File: config.mk
export PLATFORM = sky130hd
export DESIGN_NAME = atan2_cordic_vectoring_top
export DESIGN_NICKNAME = d
export VERILOG_FILES = /design/src/sv/atan2cv_pkg.sv /design/src/sv/atan2cv_fold.sv /design/src/sv/atan2cv_cell.sv /design/src/sv/atan2cv_sum.sv /design/src/sv/atan2_cordic_vectoring_top.sv
export SDC_FILE = /design/constraint.sdc
export NUM_CORES = 2
export LEC_CHECK = 0
export BUFFER_PORTS_ARGS = -buffer_cell sky130_fd_sc_hd__buf_2
export CORE_UTILIZATION = 40
export DETAILED_ROUTE_END_ITERATION = 7
export PLACE_DENSITY_LB_ADDON = 0.12
export SLEW_MARGIN = 25
export SYNTH_ARGS = -nofsm -noshare
export SYNTH_HDL_FRONTEND = slang
export SYNTH_SLANG_ARGS = --single-unit
export TNS_END_PERCENT = 30
File: constraint.sdc
create_clock -name clock -period 9.7 [get_ports clock]
set_clock_uncertainty 0.1 [all_clocks]
set_input_delay 1.94 -clock clock [delete_from_list [all_inputs] [get_ports clock]]
set_output_delay 1.94 -clock clock [all_outputs]
set_load 0.01 [all_outputs]
File: src/sv/atan2cv_pkg.sv
package atan2cv_pkg;

   localparam int COORD_WIDTH_DEF = 16;
   localparam int ITERATIONS_DEF  = 11;

   // angle accumulator, half turn = 0x10000, sum of all terms stays well inside
   localparam int ACC_W       = 17;
   localparam int ANGLE_W     = 15;
   localparam int OCT_W       = 3;
   localparam int TERM_W      = 16;
   localparam int SCALE_LIMIT = 32'h0001_0000;
   localparam int SCALE_SHIFT = 12;

   // octant code that stands for half a turn (4 eighth turns)
   localparam logic [OCT_W-1:0] OCT_HALF_TURN = 3'd4;
   localparam logic [OCT_W-1:0] OCT_ZERO      = 3'd0;

   // atan(2^-i), half turn = 0x10000, i = 0..15
   localparam logic [TERM_W-1:0] ARC_TERMS [16] = '{
      16'h4000, 16'h25C8, 16'h13F6, 16'h0A22, 16'h0516, 16'h028C, 16'h0146, 16'h00A3,
      16'h0051, 16'h0029, 16'h0014, 16'h000A, 16'h0005, 16'h0003, 16'h0001, 16'h0001
   };

   typedef struct packed {
      logic             valid;
      logic             bypass;
      logic [OCT_W-1:0] octant;
   } ctl_type;

endpackage

File: src/sv/atan2cv_fold.sv
module atan2cv_fold #(
   parameter int COORD_WIDTH = 16,
   parameter int DATA_W      = 31
) (
   input  logic                          clock,
   input  logic                          reset,
   input  logic                          in_valid,
   input  logic signed [COORD_WIDTH-1:0] in_x,
   input  logic signed [COORD_WIDTH-1:0] in_y,
   output logic                          in_ready,
   output atan2cv_pkg::ctl_type          out_ctl,
   output logic signed [DATA_W-1:0]      out_x,
   output logic signed [DATA_W-1:0]      out_y,
   output logic signed [atan2cv_pkg::ACC_W-1:0] out_acc,
   input  logic                          out_ready
);
   import atan2cv_pkg::*;

   localparam int FW = COORD_WIDTH + 2;

   ctl_type                  ctl_ff, ctl_in;
   logic signed [DATA_W-1:0] x_ff, x_in, y_ff, y_in;
   logic signed [FW-1:0]     x0, y0, x1, y1, x2, y2, x3, y3;
   logic signed [DATA_W-1:0] xe, ye;
   logic                     neg_y, swap, diag;

   always_comb begin
      x0 = FW'(in_x);
      y0 = FW'(in_y);
      neg_y = y0 < 0;
      x1 = neg_y ? -x0 : x0;
      y1 = neg_y ? -y0 : y0;
      swap = x1 <= 0;
      x2 = swap ? y1 : x1;
      y2 = swap ? -x1 : y1;
      diag = x2 <= y2;
      x3 = diag ? x2 + y2 : x2;
      y3 = diag ? y2 - x2 : y2;
      xe = DATA_W'(x3);
      ye = DATA_W'(y3);
      // small vectors are scaled up so the iterations keep precision
      if (xe < DATA_W'(SCALE_LIMIT)) begin
         x_in = xe <<< SCALE_SHIFT;
         y_in = ye <<< SCALE_SHIFT;
      end else begin
         x_in = xe;
         y_in = ye;
      end
      ctl_in.valid = in_valid;
      if (in_y == '0) begin
         ctl_in.bypass = 1'b1;
         ctl_in.octant = (in_x < 0) ? OCT_HALF_TURN : OCT_ZERO;
      end else begin
         ctl_in.bypass = 1'b0;
         ctl_in.octant = {neg_y, swap, diag};
      end
   end

   assign in_ready = !ctl_ff.valid || out_ready;

   always_ff @(posedge clock) begin
      if (reset) begin
         ctl_ff <= '0;
      end else if (in_ready) begin
         ctl_ff <= ctl_in;
      end
   end

   always_ff @(posedge clock) begin
      if (in_ready && in_valid) begin
         x_ff <= x_in;
         y_ff <= y_in;
      end
   end

   assign out_ctl = ctl_ff;
   assign out_x   = x_ff;
   assign out_y   = y_ff;
   assign out_acc = '0;
endmodule

File: src/sv/atan2cv_cell.sv
module atan2cv_cell #(
   parameter int STEP   = 1,
   parameter int DATA_W = 31
) (
   input  logic                                  clock,
   input  logic                                  reset,
   input  atan2cv_pkg::ctl_type                  in_ctl,
   input  logic signed [DATA_W-1:0]              in_x,
   input  logic signed [DATA_W-1:0]              in_y,
   input  logic signed [atan2cv_pkg::ACC_W-1:0]  in_acc,
   output logic                                  in_ready,
   output atan2cv_pkg::ctl_type                  out_ctl,
   output logic signed [DATA_W-1:0]              out_x,
   output logic signed [DATA_W-1:0]              out_y,
   output logic signed [atan2cv_pkg::ACC_W-1:0]  out_acc,
   input  logic                                  out_ready
);
   import atan2cv_pkg::*;

   localparam logic signed [ACC_W-1:0] TERM = ACC_W'({1'b0, ARC_TERMS[STEP]});

   ctl_type                  ctl_ff;
   logic signed [DATA_W-1:0] x_ff, x_in, y_ff, y_in;
   logic signed [ACC_W-1:0]  acc_ff, acc_in;
   logic signed [DATA_W-1:0] x_sh, y_sh;

   always_comb begin
      x_sh = in_x >>> STEP;
      y_sh = in_y >>> STEP;
      // rotate toward the x axis, direction from the sign of y
      if (in_y >= 0) begin
         x_in   = in_x + y_sh;
         y_in   = in_y - x_sh;
         acc_in = in_acc + TERM;
      end else begin
         x_in   = in_x - y_sh;
         y_in   = in_y + x_sh;
         acc_in = in_acc - TERM;
      end
   end

   assign in_ready = !ctl_ff.valid || out_ready;

   always_ff @(posedge clock) begin
      if (reset) begin
         ctl_ff <= '0;
      end else if (in_ready) begin
         ctl_ff <= in_ctl;
      end
   end

   always_ff @(posedge clock) begin
      if (in_ready && in_ctl.valid) begin
         x_ff   <= x_in;
         y_ff   <= y_in;
         acc_ff <= acc_in;
      end
   end

   assign out_ctl = ctl_ff;
   assign out_x   = x_ff;
   assign out_y   = y_ff;
   assign out_acc = acc_ff;
endmodule

File: src/sv/atan2cv_sum.sv
module atan2cv_sum (
   input  logic                                  clock,
   input  logic                                  reset,
   input  atan2cv_pkg::ctl_type                  in_ctl,
   input  logic signed [atan2cv_pkg::ACC_W-1:0]  in_acc,
   output logic                                  in_ready,
   output logic                                  out_valid,
   output logic [atan2cv_pkg::ANGLE_W-1:0]       out_angle,
   input  logic                                  out_stall
);
   import atan2cv_pkg::*;

   logic                     valid_ff;
   logic [ANGLE_W-1:0]       angle_ff, angle_in, base;
   logic signed [ACC_W-1:0]  acc_sh;

   always_comb begin
      base   = {in_ctl.octant, {(ANGLE_W-OCT_W){1'b0}}};
      acc_sh = in_acc >>> 2;
      // wraps modulo a full turn
      angle_in = in_ctl.bypass ? base : base + acc_sh[ANGLE_W-1:0];
   end

   assign in_ready = !valid_ff || !out_stall;

   always_ff @(posedge clock) begin
      if (reset) begin
         valid_ff <= 1'b0;
      end else if (in_ready) begin
         valid_ff <= in_ctl.valid;
      end
   end

   always_ff @(posedge clock) begin
      if (in_ready && in_ctl.valid) begin
         angle_ff <= angle_in;
      end
   end

   assign out_valid = valid_ff;
   assign out_angle = angle_ff;
endmodule

File: src/sv/atan2_cordic_vectoring_top.sv
// Angle of a signed (x, y) vector, 0x8000 per full turn, by CORDIC vectoring.
// A new coordinate pair is taken every cycle while req_stall is low; each
// result passes through one fold-and-scale stage, one cell per CORDIC
// iteration and one output stage, and waits while rsp_stall holds results
// back. Each stage moves on as soon as the stage after it has room, so
// bubbles close up behind a stalled output.
module atan2_cordic_vectoring_top #(
   parameter int ITERATIONS  = atan2cv_pkg::ITERATIONS_DEF,
   parameter int COORD_WIDTH = atan2cv_pkg::COORD_WIDTH_DEF
) (
   input  logic                                 clock,
   input  logic                                 reset,
   input  logic                                 req_valid,
   output logic                                 req_stall,
   input  logic signed [COORD_WIDTH-1:0]        req_x_coord,
   input  logic signed [COORD_WIDTH-1:0]        req_y_coord,
   output logic                                 rsp_valid,
   input  logic                                 rsp_stall,
   output logic [atan2cv_pkg::ANGLE_W-1:0]      rsp_angle
);
   import atan2cv_pkg::*;

   // folded x reaches 2^COORD_WIDTH, scaled by 2^12, CORDIC gain below 2
   localparam int DATA_W = COORD_WIDTH + SCALE_SHIFT + 3;

   ctl_type                  ctl   [ITERATIONS+1];
   logic signed [DATA_W-1:0] xs    [ITERATIONS+1];
   logic signed [DATA_W-1:0] ys    [ITERATIONS+1];
   logic signed [ACC_W-1:0]  accs  [ITERATIONS+1];
   logic                     ready [ITERATIONS+2];

   atan2cv_fold #(
      .COORD_WIDTH (COORD_WIDTH),
      .DATA_W      (DATA_W)
   ) u_fold (
      .clock     (clock),
      .reset     (reset),
      .in_valid  (req_valid),
      .in_x      (req_x_coord),
      .in_y      (req_y_coord),
      .in_ready  (ready[0]),
      .out_ctl   (ctl[0]),
      .out_x     (xs[0]),
      .out_y     (ys[0]),
      .out_acc   (accs[0]),
      .out_ready (ready[1])
   );

   assign req_stall = !ready[0];

   for (genvar i = 0; i < ITERATIONS; i++) begin : g_cell
      atan2cv_cell #(
         .STEP   (i + 1),
         .DATA_W (DATA_W)
      ) u_cell (
         .clock     (clock),
         .reset     (reset),
         .in_ctl    (ctl[i]),
         .in_x      (xs[i]),
         .in_y      (ys[i]),
         .in_acc    (accs[i]),
         .in_ready  (ready[i+1]),
         .out_ctl   (ctl[i+1]),
         .out_x     (xs[i+1]),
         .out_y     (ys[i+1]),
         .out_acc   (accs[i+1]),
         .out_ready (ready[i+2])
      );
   end

   atan2cv_sum u_sum (
      .clock     (clock),
      .reset     (reset),
      .in_ctl    (ctl[ITERATIONS]),
      .in_acc    (accs[ITERATIONS]),
      .in_ready  (ready[ITERATIONS+1]),
      .out_valid (rsp_valid),
      .out_angle (rsp_angle),
      .out_stall (rsp_stall)
   );
endmodule

# Word level (Yosys, flattened, before mapping)
# Index checks and enable logic that the tools add are counted.
# Widths: inputs -> output; s select.
word_totals:
  out_inout_bits: 17
  regBits: 912
  in_bits: 36
  word_cells: 236
op_classes:
  n_addsub: 64
  n_lt_le_gt_ge: 16
  n_reduce_logical: 42
  muxes: 41
ops:
  columns: ["op", "n"]
  rows:
  - ["$mux 31", 19]
  - ["$ge 31x1->1 const B", 10]
  - ["$mux 17", 11]
  - ["$mux 18", 6]
  - ["$add 30x29->31", 2]
  - ["$add 31x22->31", 2]
  - ["$add 31x23->31", 2]
  - ["$add 31x24->31", 2]
  - ["$add 31x25->31", 2]
  - ["$add 31x26->31", 2]
  - ["$add 31x27->31", 2]
  - ["$add 31x28->31", 2]
  - ["$add 31x29->31", 2]
  - ["$sub 30x29->31", 2]
  - ["$sub 31x22->31", 2]
  - ["$sub 31x23->31", 2]
  - ["$sub 31x24->31", 2]
  - ["$sub 31x25->31", 2]
  - ["$sub 31x26->31", 2]
  - ["$sub 31x27->31", 2]
  - ["$sub 31x28->31", 2]
  - ["$sub 31x29->31", 2]
  - ["$mux 29", 2]
  - ["$neg 16->18", 2]
  - ["other kinds (38)", 77]

# Depth between registers and ports, before layout
depth:
  ltp_word: 15
  ltp_mapped: 33
  depth_no_buf: 27

# Cells and area by module
# Synthesis repeated with hierarchy kept, for this count alone.
hier_totals:
  hier_cells: 9362
  hier_area_um2: 87789.2
by_module_without_submodules:
  columns: ["mod", "cells_per_inst", "instances", "area_each_um2", "seq_area_each_um2"]
  rows:
  - ["atan2cv_cell at g_cell[5].u_cell", 833, 1, 7671.1, 2472.4]
  - ["atan2cv_cell at g_cell[0].u_cell", 819, 1, 7564.8, 2472.4]
  - ["atan2cv_cell at g_cell[2].u_cell", 808, 1, 7505.9, 2472.4]
  - ["atan2cv_cell at g_cell[1].u_cell", 796, 1, 7409.6, 2472.4]
  - ["atan2cv_cell at g_cell[10].u_cell", 793, 1, 7334.5, 2472.4]
  - ["atan2cv_cell at g_cell[4].u_cell", 761, 1, 7236.9, 2472.4]
  - ["atan2cv_cell at g_cell[6].u_cell", 759, 1, 7228.2, 2472.4]
  - ["atan2cv_cell at g_cell[8].u_cell", 754, 1, 7203.2, 2472.4]
  - ["atan2cv_cell at g_cell[3].u_cell", 744, 1, 7180.6, 2472.4]
  - ["atan2cv_cell at g_cell[7].u_cell", 739, 1, 7138.1, 2472.4]
  - ["atan2cv_cell at g_cell[9].u_cell", 735, 1, 7045.5, 2472.4]
  - ["atan2cv_fold", 780, 1, 6621.4, 1901.8]
  - ["atan2cv_sum", 40, 1, 645.6, 470.5]
  - ["atan2_cordic_vectoring_top", 1, 1, 3.8, 0.0]

# Least setup slack after synthesis
# No wires, ideal clock.
synth_path:
  path_type: "input to register"
  start: "input port req_x_coord[0]"
  end: "register u_fold.y_ff[17], in the netlist u_fold.out_y[17], data pin"
  t_required_ps: 9332
  setup_time_ps: 268
  stages: 30
  path_buffers: 7
  path_slack_ps: 1532
  t_arrival_ps: 7801
  cell_sequence: "buf_2 > inv_1 > ha_1 > clkbuf_1 > nor3b_1 > nand4_1 > a31oi_1 > o2111a_1 > and4_1 > buf_4 > nand2b_1 > clkbuf_1 > clkbuf_1 > o21ai_0 > ha_1 > clkbuf_1 > a21o_1 > a21oi_1 > o21bai_1 > a21oi_1 > inv_1 > a21o_1 > o21ai_0 > a21oi_1 > a221oi_1 > o311ai_0 > nor2_1 > a21oi_2 > buf_2 > o21ai_0"
synth_via:
  elab_chain_cells: 8
  word_cells_on_any_way: 13
synth_rtl:
  columns: ["item", "line", "text"]
  rows:
  - ["start, declared", "atan2_cordic_vectoring_top.sv:15", "input logic signed [COORD_WIDTH-1:0] req_x_coord,"]
  - ["$neg 16->18", "atan2cv_fold.sv:31", "x1 = neg_y ? -x0 : x0;"]
  - ["$mux 18 *", "atan2cv_fold.sv:31", null]
  - ["$neg 18->18 or $le 18x1->1 (tied branches)", "atan2cv_fold.sv:35, atan2cv_fold.sv:33", null]
  - ["$mux 18 (on tied branches)", "atan2cv_fold.sv:35, atan2cv_fold.sv:34", null]
  - ["$add 18x18->18 or $le 18x18->1 (tied branches)", "atan2cv_fold.sv:37, atan2cv_fold.sv:36", null]
  - ["$mux 18", "atan2cv_fold.sv:37", "x3 = diag ? x2 + y2 : x2;"]
  - ["$lt 18x18->1", "atan2cv_fold.sv:42", "if (xe < DATA_W'(SCALE_LIMIT)) begin"]
  - ["$mux 29 *", "atan2cv_fold.sv:42", null]
  - ["net u_fold.y_in[17]", "atan2cv_fold.sv:22", "logic signed [DATA_W-1:0] x_ff, x_in, y_ff, y_in;"]
  - ["end signal, assigned", "atan2cv_fold.sv:72", "y_ff <= y_in;"]
  - ["end, declared", "atan2cv_fold.sv:22", null]
# Mark *: on every way through the listed nets, which the timed path passes. The rest lies on a longest branch.
# A chain may end at the register's enable or synchronous reset.

# Worst setup path in the final report
layout_path:
  start: "input port req_x_coord[0]"
  end: "register u_fold.y_ff[15], in the netlist u_fold.out_y[15], data pin"
# Same word-level chain as after synthesis.

==> results <==
- The run finished with clean final reports.
- STA classifies the critical path startpoint as an input pin.
- The tree is rooted in a sky130_fd_sc_hd__clkbuf_16.
- The fraction of the core area covered by cells at the end of the flow is 44.3%.
- The count of yosys warnings during synthesis is 0.
- The slowest stage cell on the critical path is sky130_fd_sc_hd__o311ai_0.
- The area fraction of the dominant cell type after synthesis is 34.1%.
- The final number of max-transition violations is 0.
- Routability-driven placement finished with a final weighted congestion of 0.851.
- The via count of the first global-routing pass is 51200.
- 53 I/O pins were placed.
- Data on the critical path is required at its endpoint by 10060 ps.
- The number of hold violations in the final report is 0.
- Buffers added to address setup during post-CTS repair amount to 0.
- The global-route wire length before repair is 281 mm.
- The final layout contains 8155 nets.
- The core region is 170000 sq um.
- The cell repeated most along the worst path is sky130_fd_sc_hd__a21oi_1.
- The area occupied by multi-input gates is 42300 sq um.
- The number of antenna violations at the first check in global routing is 0.
- In the layout the commonest cells are sky130_fd_sc_hd__edfxtp_1, sky130_fd_sc_hd__ha_1, sky130_fd_sc_hd__xnor2_1.
- Clock-pin slew was measured on the worst setup and hold paths at 60 ps.
- The first detailed-routing pass took 5 iterations.
- The die outline height is 416 um.
- Measured against its own limit, the worst slew margin works out to 31.6%.
- The part of the Yosys area used for sequential elements is 35.9%.
- Counting the buffers created by CTS gives 103.
- The standard-cell row count is 151.
- The actual transition at the worst max-transition pin is 1000 ps.
- Dividing the detail-routed wire length by the instance count gives 18.4 um.
- The final critical-path required period is 8600 ps.
- The number of DRC violations after detailed-routing iteration 0 is 2831.
- The power density over cell area is 214 nW/um^2.
- Dividing the synthesized area by the synthesized cell count gives 9.53 sq um.
- In the final layout, flip-flops and latches occupy 24600 sq um.
- By area the synthesized netlist is led by sky130_fd_sc_hd__edfxtp_1, sky130_fd_sc_hd__ha_1, sky130_fd_sc_hd__xnor2_1.
- The largest net degree at the start of global routing is 72.
- In the final timing run, aggregate negative setup slack is 0 ps.
- After filler insertion, the fill cell instance count of the layout stands at 16400.
- The total detailed-routing wirelength is 177 mm.
- Buffers placed on the I/O ports in this run total 52.
- The die covers 173000 sq um.
- The synthesized design contains 839 register bits.
- The ratio of routed vias to standard cells is 5.43.
- The area growth from synthesis to final layout is 9.81%.
- The via count is 52300.
- The endpoint class of the critical path is a flop.
- In the final layout, the share of cells above drive strength 1 is 5.11%.
- The total standard cell area after synthesis is 68500 sq um.
- The count of unresolved DRC violations after routing is 0.
- The peak per-stage delay on the critical path is 790 ps.
- At the worst endpoint, the arrival time is 8960 ps.
- The maximum vdd drop is 156 uV.
- The type of the worst setup path is in -> reg.
- TritonCTS built the clock tree.
- In this run, distinct cell masters in the synthesized netlist total 85.
- Setup violations remaining at the end of the flow were counted as 0.
- The largest fanout on the critical path is 9.
- Hold is met by 347 ps.
- After layout, the worst path uses 88.7% of the clock period.
- Summed over all nets, the half-perimeter wirelength after detailed placement is 143 mm.
- The cell type with the largest total area after synthesis is sky130_fd_sc_hd__edfxtp_1.
- The die outline width is 416 um.
- Global routing finished with a remaining overflow of 0.
- The quantity of gates resized following cts is 0.
- Once the floorplan was initialized, standard cells occupied 40.3% of the core.
- The total number of clock tree sinks is 839.
- The later pin in the worst-skew pair is clocked with a latency of 730 ps.
- The H-tree level count is 3.
- The class of the tightest hold or removal check is reg -> reg.
- The number of maximum-capacitance constraint violations is 0.
- Setup repair after global routing left no endpoint under its margin.
- The instance count of the mapped netlist is 7194.
- The final antenna-violating net count is 0.
- The leakage power is 29.5 nW.
- Leaving out fill and tap cells, the most frequent cell in the layout is sky130_fd_sc_hd__edfxtp_1.
- Global routing consumed, over all layers together, 20.1% of the routing resources.
- The fmax is 116 MHz.
- Total power for the finished layout comes to 16.1 mW.
- The synthesized design contains 778 enable-type register cells.
- The clock passes through at most 3 buffers.
- Among all flip-flop cells after synthesis, the most frequent one is sky130_fd_sc_hd__edfxtp_1.
- The number of hold buffers added after CTS was 0.
- For this run, asynchronously set or reset flops after synthesis account for 0%.
## worst paths after layout
kind                               startpoint                     endpoint  slack, ps  depth (start not counted)
setup / recovery               req_x_coord[0]             u_fold.out_y[15]       1100                         29
setup reg to reg   g_cell[5].u_cell.out_y[11]   g_cell[6].u_cell.out_x[29]       3540                         18
hold / removal    g_cell[8].u_cell.out_acc[1]  g_cell[9].u_cell.out_acc[1]        350                          0
hold reg to reg   g_cell[8].u_cell.out_acc[1]  g_cell[9].u_cell.out_acc[1]        350                          0
## state kept, by name (all words and copies together), names as in the netlist
register,count
g_cell.u_cell.out_ctl,55
g_cell.u_cell.out_x,269
u_sum.out_valid,1
u_sum.out_angle,15
g_cell.u_cell.out_acc,154
u_fold.out_ctl,5
u_fold.out_y,30
g_cell.u_cell.out_y,280
u_fold.out_x,30
## critical path: cells and delay by family
family                     cells  cell delay (ps)
and+or+nand+nor                8             2250
buffers and inverters          6             1130
muxes                          1              100
AOI/OAI and AO/OA             12             2910
adders and majority gates      2              620
## cells by family after synthesis
kind of cell	after synthesis	synth area share, %
DFF	839	35.9
muxes	59	0.900
and+or+nand+nor	2056	14.6
xor gates and xnor gates	1040	13.3
AOI/OAI and AO/OA	1911	17.8
adders and majority gates	792	14.8
other	2	0.0110
buffers and inverters	495	2.80
## layer usage
metal,vias to the layer above,part of all wire [%],wire length [um],track usage (%)
li1,26700,-,-,-
met1,24700,45,79200,24.9
met2,705,50,88600,36.8
met3,237,2.4,4320,2.09
met4,0,2.6,4670,5.60
met5,-,0,0,0
## power breakdown
group	switching, mW	internal [mW]	leakage (nW)
clock	1.62	2.33	1.67
combinational	4.00	2.92	20.2
sequential	0.485	4.76	7.58
## cell usage after synthesis, types with 71 or more instances
master	instances
sky130_fd_sc_hd__nand2_1	466
sky130_fd_sc_hd__nand2b_1	117
sky130_fd_sc_hd__inv_1	363
sky130_fd_sc_hd__nand3_1	141
sky130_fd_sc_hd__nor3_1	158
sky130_fd_sc_hd__a21boi_0	71
sky130_fd_sc_hd__edfxtp_1	778
sky130_fd_sc_hd__xnor2_1	649
sky130_fd_sc_hd__xor2_1	391
sky130_fd_sc_hd__o21ai_0	478
sky130_fd_sc_hd__clkbuf_1	101
sky130_fd_sc_hd__nor2_1	615
sky130_fd_sc_hd__or3_1	98
sky130_fd_sc_hd__ha_1	762
sky130_fd_sc_hd__a21o_1	152
sky130_fd_sc_hd__o21bai_1	111
sky130_fd_sc_hd__o41ai_1	81
sky130_fd_sc_hd__a21oi_1	515
sky130_fd_sc_hd__nor2b_1	111
sky130_fd_sc_hd__o31ai_1	153
sky130_fd_sc_hd__or4_1	74
## stage by stage
| stage | instance area, sq um | setup WS, ps | instances |
|---|---|---|---|
| global placement | 71800 | 264 | 9440 |
| detailed placement | 71800 | 469 | 9440 |
| global route | 75300 | 658 | 9629 |
| CTS | 75200 | 1240 | 9629 |
| floorplan | 68700 | 1530 | 7230 |
| finish | 75300 | 1100 | 9630 |
## final cells by class
cell class	count	area share, %
antenna	1	0.00333
inverter	364	1.82
sequential	839	32.7
tap	2218	3.69
clock buffer	122	3.52
clock inverter	67	1.06
multi-input combinational	5896	56.2
timing repair buffer	123	1.09
Note: power is estimated with default switching activity, not from simulation.
